<file path="src/rtl/core/pfc_pkg.sv">
package pfc_pkg;

  // Pixel format codes, shared by the source and destination selects
  localparam logic [2:0] FMT_A8       = 3'd0;
  localparam logic [2:0] FMT_RGB888   = 3'd1;
  localparam logic [2:0] FMT_RGB565   = 3'd2;
  localparam logic [2:0] FMT_RGBA5551 = 3'd3;
  localparam logic [2:0] FMT_RGBA4444 = 3'd4;
  localparam logic [2:0] FMT_RGBA8888 = 3'd5;

  // Configuration register indexes
  localparam logic [1:0] CFG_SRC_FORMAT = 2'd0;
  localparam logic [1:0] CFG_DST_FORMAT = 2'd1;

  localparam int unsigned CFG_IDX_W  = 2;
  localparam int unsigned CFG_DATA_W = 3;

  // Canonical alpha for formats that carry none
  localparam logic [7:0] ALPHA_OPAQUE = 8'hFF;

  typedef struct packed {
    logic [31:0] pixel;
    logic        last;
  } in_word_t;

  typedef struct packed {
    logic [31:0] pixel;
    logic        last;
  } out_word_t;

endpackage

</file>
<file path="src/rtl/core/pfc_expand.sv">
module pfc_expand (
  input  logic [2:0]  fmt,
  input  logic [31:0] pixel,
  output logic [31:0] canon
);

  // Unpack into RGBA8888 (R byte 0 to A byte 3); low bits zero, 5551 alpha copied
  always_comb begin
    case (fmt)
      pfc_pkg::FMT_A8: begin
        canon = {pixel[7:0], 24'h000000};
      end
      pfc_pkg::FMT_RGB888: begin
        canon = {pfc_pkg::ALPHA_OPAQUE, pixel[23:0]};
      end
      pfc_pkg::FMT_RGB565: begin
        canon = {pfc_pkg::ALPHA_OPAQUE, pixel[4:0], 3'b000, pixel[10:5], 2'b00,
                 pixel[15:11], 3'b000};
      end
      pfc_pkg::FMT_RGBA5551: begin
        canon = {{8{pixel[15]}}, pixel[14:10], 3'b000, pixel[9:5], 3'b000,
                 pixel[4:0], 3'b000};
      end
      pfc_pkg::FMT_RGBA4444: begin
        canon = {pixel[3:0], 4'h0, pixel[7:4], 4'h0, pixel[11:8], 4'h0,
                 pixel[15:12], 4'h0};
      end
      pfc_pkg::FMT_RGBA8888: begin
        canon = pixel;
      end
      default: begin
        canon = 32'h0000_0000;
      end
    endcase
  end

endmodule

</file>
<file path="src/rtl/core/pfc_truncate.sv">
module pfc_truncate (
  input  logic [2:0]  fmt,
  input  logic [31:0] canon,
  output logic [31:0] pixel
);

  logic [7:0] r;
  logic [7:0] g;
  logic [7:0] b;
  logic [7:0] a;

  assign r = canon[7:0];
  assign g = canon[15:8];
  assign b = canon[23:16];
  assign a = canon[31:24];

  // Drop low bits into the dest layout, unused upper bits zero
  always_comb begin
    case (fmt)
      pfc_pkg::FMT_A8: begin
        pixel = {24'h000000, a};
      end
      pfc_pkg::FMT_RGB888: begin
        pixel = {8'h00, canon[23:0]};
      end
      pfc_pkg::FMT_RGB565: begin
        pixel = {16'h0000, r[7:3], g[7:2], b[7:3]};
      end
      pfc_pkg::FMT_RGBA5551: begin
        // alpha bit set when the top nibble is nonzero
        pixel = {16'h0000, (a[7:4] != 4'h0), b[7:3], g[7:3], r[7:3]};
      end
      pfc_pkg::FMT_RGBA4444: begin
        pixel = {16'h0000, r[7:4], g[7:4], b[7:4], a[7:4]};
      end
      pfc_pkg::FMT_RGBA8888: begin
        pixel = canon;
      end
      default: begin
        pixel = 32'h0000_0000;
      end
    endcase
  end

endmodule

</file>
<file path="src/rtl/core/pixel_format_converter.sv">
// Pixel format converter: takes one packed pixel per word, expands it to
// RGBA8888 and repacks it in the destination format (A8, RGB888, RGB565,
// RGBA5551, RGBA4444, RGBA8888). One pixel enters per clock while in_stall is
// low; each pixel passes the input register, then the unpack/repack logic into
// the output register, from which it is offered on out_data with out_valid,
// and the flow runs at one word per clock while out_stall is low. Write
// src_format and dst_format only while no pixel is in flight; codes 6 and 7
// yield a zero pixel.
module pixel_format_converter (
  input  logic                                clk,
  input  logic                                rst_n,
  input  logic                                cfg_we,
  input  logic [pfc_pkg::CFG_IDX_W-1:0]       cfg_index,
  input  logic [pfc_pkg::CFG_DATA_W-1:0]      cfg_wdata,
  input  logic                                in_valid,
  output logic                                in_stall,
  input  pfc_pkg::in_word_t                   in_data,
  output logic                                out_valid,
  input  logic                                out_stall,
  output pfc_pkg::out_word_t                  out_data
);

  logic [2:0]         src_format_r;
  logic [2:0]         dst_format_r;
  pfc_pkg::in_word_t  in_word_r;
  logic               in_valid_r;
  pfc_pkg::out_word_t out_word_r;
  pfc_pkg::out_word_t out_word_nxt;
  logic               out_valid_r;
  logic               adv_out;
  logic               adv_in;
  logic [31:0]        canon;
  logic [31:0]        dst_pixel;

  // Configuration registers
  always_ff @(posedge clk) begin
    if (!rst_n) begin
      src_format_r <= pfc_pkg::FMT_RGBA8888;
      dst_format_r <= pfc_pkg::FMT_RGBA8888;
    end else if (cfg_we) begin
      unique case (cfg_index)
        pfc_pkg::CFG_SRC_FORMAT: src_format_r <= cfg_wdata;
        pfc_pkg::CFG_DST_FORMAT: dst_format_r <= cfg_wdata;
        default: ;
      endcase
    end
  end

  // Advance each stage when its holder is empty or passing its word on
  assign adv_out  = !out_valid_r || !out_stall;
  assign adv_in   = !in_valid_r || adv_out;
  assign in_stall = !adv_in;

  // Input register
  always_ff @(posedge clk) begin
    if (!rst_n) begin
      in_valid_r <= 1'b0;
    end else if (adv_in) begin
      in_valid_r <= in_valid;
    end
  end

  always_ff @(posedge clk) begin
    if (adv_in && in_valid) begin
      in_word_r <= in_data;
    end
  end

  pfc_expand u_expand (
    .fmt   (src_format_r),
    .pixel (in_word_r.pixel),
    .canon (canon)
  );

  pfc_truncate u_truncate (
    .fmt   (dst_format_r),
    .canon (canon),
    .pixel (dst_pixel)
  );

  assign out_word_nxt.pixel = dst_pixel;
  assign out_word_nxt.last  = in_word_r.last;

  // Output register
  always_ff @(posedge clk) begin
    if (!rst_n) begin
      out_valid_r <= 1'b0;
    end else if (adv_out) begin
      out_valid_r <= in_valid_r;
    end
  end

  always_ff @(posedge clk) begin
    if (adv_out && in_valid_r) begin
      out_word_r <= out_word_nxt;
    end
  end

  assign out_valid = out_valid_r;
  assign out_data  = out_word_r;

endmodule
</file>
<file path="config.mk">
export PLATFORM = sky130hd
export DESIGN_NAME = pixel_format_converter
export DESIGN_NICKNAME = d
export VERILOG_FILES = /design/src/rtl/core/pfc_pkg.sv /design/src/rtl/core/pfc_expand.sv /design/src/rtl/core/pfc_truncate.sv /design/src/rtl/core/pixel_format_converter.sv
export SDC_FILE = /design/constraint.sdc
export NUM_CORES = 1
export LEC_CHECK = 0
export BUFFER_PORTS_ARGS = -buffer_cell sky130_fd_sc_hd__buf_2
export CAP_MARGIN = 20
export CORE_MARGIN = 5
export CORE_UTILIZATION = 30
export CTS_CLUSTER_DIAMETER = 40
export DETAILED_ROUTE_END_ITERATION = 12
export PLACE_DENSITY = 0.58
export SYNTH_ARGS = -nofsm -noshare
export SYNTH_HDL_FRONTEND = slang
export SYNTH_SLANG_ARGS = --single-unit
</file>
<file path="constraint.sdc">
create_clock -name clk -period 8.3 [get_ports clk]
set_input_delay 0.415 -clock clk [delete_from_list [all_inputs] [get_ports clk]]
set_output_delay 0.415 -clock clk [all_outputs]
set_load 0.01 [all_outputs]
</file>
==> reports/metrics.yaml <==
outcome:
  status: "complete, no violations"
timing:
  fin_crit_ps: 2450
  max_slew_margin_pct: 30.2
  tightest_slew_ps: 1040
  holdWs_ps: 258
  worst_slack_ps: 5850
  drv_slew: 0
  rsz0062_at_grt: "false"
  worst_clock_skew_ps: 3.35
  fin_tns_setup_ps: 0
  hold_viol_final: 0
  min_period_over_period_pct: 29.5
  setup_viol: 0
  max_freq_mhz: 408
synthesis:
  ys_ff_latch: 74
  synth_edf_count: 66
  synth.most_common_cell: "edfxtp_1"
  yosys_warnings: 0
  syn_inst: 301
  synth.top_cell.area_share_pct: 55.5
  synthFlopType: "edfxtp_1"
  synth.largest_area_cell: "edfxtp_1"
  synth_common_cells: "66 x edfxtp_1, 37 x nor2_1, 25 x nand2_1"
  async_flop_share_pct: 0
  synth_cell_type_count: 46
  synth_area_per_cell_um2: 11.9
  ys_top_cells_by_area: "edfxtp_1 56%, dfxtp_1 4.5%, nor2_1 3.9%"
  syn_nets: 344
  yosysSeqAreaShare_pct: 60.0
  syn_area_um2: 3570
die:
  rows: 39
  die_h_um: 119
  ios: 78
  die_area_um2: 14200
  core_area_um2: 11600
  dieWidth_um: 119
  start_util_pct: 30.9
clocking:
  cts-root-buf: "clkbuf_16"
  htreeDepth: 3
  cts_tree: "yes"
  clk_latency_ps: 330
  postCtsSetupBuffers: 0
  clk_pin_slew_ps: 50
  numCtsBuffers: 9
  cts.path.max_buffers: 2
  cts.sinks: 74
  cts_resized: 0
  cts_hold_buffers: 0
routing:
  dr.pass1.iters: 4
  ant_nets: 0
  drc: 0
  vias: 2663
  post_drt_wl_per_cell_um: 17.8
  wl_um: 9290
  first_iter_violations: 334
  vias_per_cell: 5.09
worst_setup_path:
  max_stage_delay_ps: 860
  worstPathBufferInverterCount: 2
  end_kind: "flip-flop"
  cp.arrival_ps: 2640
  crit_required_ps: 8490
  worst-setup-path-type: "flip-flop to flip-flop"
  r2r_slack_ps: 5850
  worstReg2RegEnd: "out_data[3]$_DFFE_PP_"
  cpMaxStageDelayCell: "nor3_1"
  r2r-start: "src_format_r[0]$_SDFFE_PN1P_"
  start_kind: "flip-flop"
  reg2reg_depth: 6
  path_cells: "buf_4 > clkinv_1 > nor3_1 > nand2_1 > o221ai_1 > a211o_1"
  critPathTopFamily: "simple AND/OR/NAND/NOR gates"
  cp_max_fo: 35
global_routing:
  grt_max_degree: 36
  antenna_found_initial: 0
  grt_pass1_wl_um: 14600
  grt_pass1_vias: 2625
  grt_overflow: 0
  track_usage_pct: 13.1
placement:
  hpwl_um: 6970
  gp_congestion: 0.916
  io_buffers: 77
  dp_slack_ps: 5890
final_layout:
  nFillCells: 1133
  utilization_pct: 38.2
  nNetsFinal: 418
  area_delta_synth_final_pct: 23.7
  diodes: 0
  drive_gt1_share_pct: 28.7
min_path:
  holdCritStartpoint: "in_data[22]"
  hold_class: "primary input to flip-flop"
  whs_endpoint: "in_word_r[22]$_DFFE_PP_"
  whs_path_depth: 1
pwr:
  power_uw: 996
  p_leak_uw: 0.00173
  powerDensity_nw_per_um2: 226
  vdd.ir_drop.worst_v: 0.000119
flow_run:
  drv_cap: 0
-- through the flow --
stage / std cells / instance area (um^2)
finish: 523 / 4410
global route: 523 / 4410
CTS: 523 / 4410
detailed placement: 507 / 4080
global placement: 507 / 4080
floorplan: 301 / 3570
-- layout make-up --
| class | count | area, um^2 | area share [%] |
|---|---|---|---|
| clock buffers | 11 | 233 | 5.27 |
| clock inverters | 5 | 103 | 2.32 |
| inverters | 9 | 33.8 | 0.765 |
| multi-input cells | 201 | 1320 | 29.8 |
| flip-flops and latches | 74 | 2140 | 48.5 |
| well taps | 143 | 179 | 4.05 |
| repair buffers | 80 | 408 | 9.24 |
-- per-layer routing --
| layer | global-route usage (%) | share of wire (%) |
|---|---|---|
| met1 | 17.8 | 46 |
| met2 | 20.0 | 46 |
| met3 | 4.12 | 7.0 |
| met4 | 4.27 | 1.0 |
| met5 | 0 | 0 |
-- registers in the layout, indices dropped and copies added (netlist names) --
name,flops
out_valid,1
out_data,33
in_valid_r,1
in_word_r,33
src_format_r,3
dst_format_r,3
-- cell usage in the layout, fill, tap and decap left out, types with 3 or more instances in the layout --
cell / synthesis / final
buf_2: 4 / 77
edfxtp_1: 66 / 66
nor2_1: 37 / 37
nand2_1: 25 / 25
o21ai_0: 14 / 14
mux2i_1: 12 / 12
o22ai_1: 11 / 11
nor2b_1: 11 / 10
o22a_1: 10 / 10
clkbuf_16: 0 / 9
o211ai_1: 8 / 8
dfxtp_1: 8 / 8
a22oi_1: 7 / 7
inv_1: 7 / 7
and2_1: 7 / 7
o221ai_1: 6 / 6
a21oi_1: 5 / 5
a21boi_0: 5 / 4
or3_1: 4 / 4
mux2_2: 4 / 4
a221oi_1: 4 / 4
nand2b_1: 3 / 3
a211o_1: 3 / 3
bufinv_16: 0 / 3
buf_4: 2 / 3
-- worst max-delay path by stage --
stage / cells after the start / endpoint / startpoint / slack (ps)
6_report: 6 / out_data[3]$_DFFE_PP_ / src_format_r[0]$_SDFFE_PN1P_ / 5850
5_1_grt: 6 / out_data[2]$_DFFE_PP_ / src_format_r[0]$_SDFFE_PN1P_ / 5570
4_1_cts: 6 / out_data[3]$_DFFE_PP_ / src_format_r[0]$_SDFFE_PN1P_ / 5850
3_5_place_dp: 6 / out_data[2]$_DFFE_PP_ / src_format_r[0]$_SDFFE_PN1P_ / 5890
3_3_place_gp: 6 / out_data[3]$_DFFE_PP_ / src_format_r[0]$_SDFFE_PN1P_ / 5830
2_1_floorplan: 1 / out_data[0]$_DFFE_PP_ / out_stall / 4960
-- power by group --
group,total [uW],switching [uW],internal (uW)
sequential,447,13.4,434
clock,436,143,293
combinational,112,65.8,46.7
-- cell families (layout without fill, tap and decap cells) --
group | Yosys count | in the layout | share of synthesized area, %
flops | 74 | 74 | 60.0
buf+inv | 26 | 105 | 3.51
simple gates | 95 | 95 | 12.7
compound gates | 90 | 90 | 19.2
mux | 16 | 16 | 4.63
No activity file was read; power rests on OpenSTA's default activity.
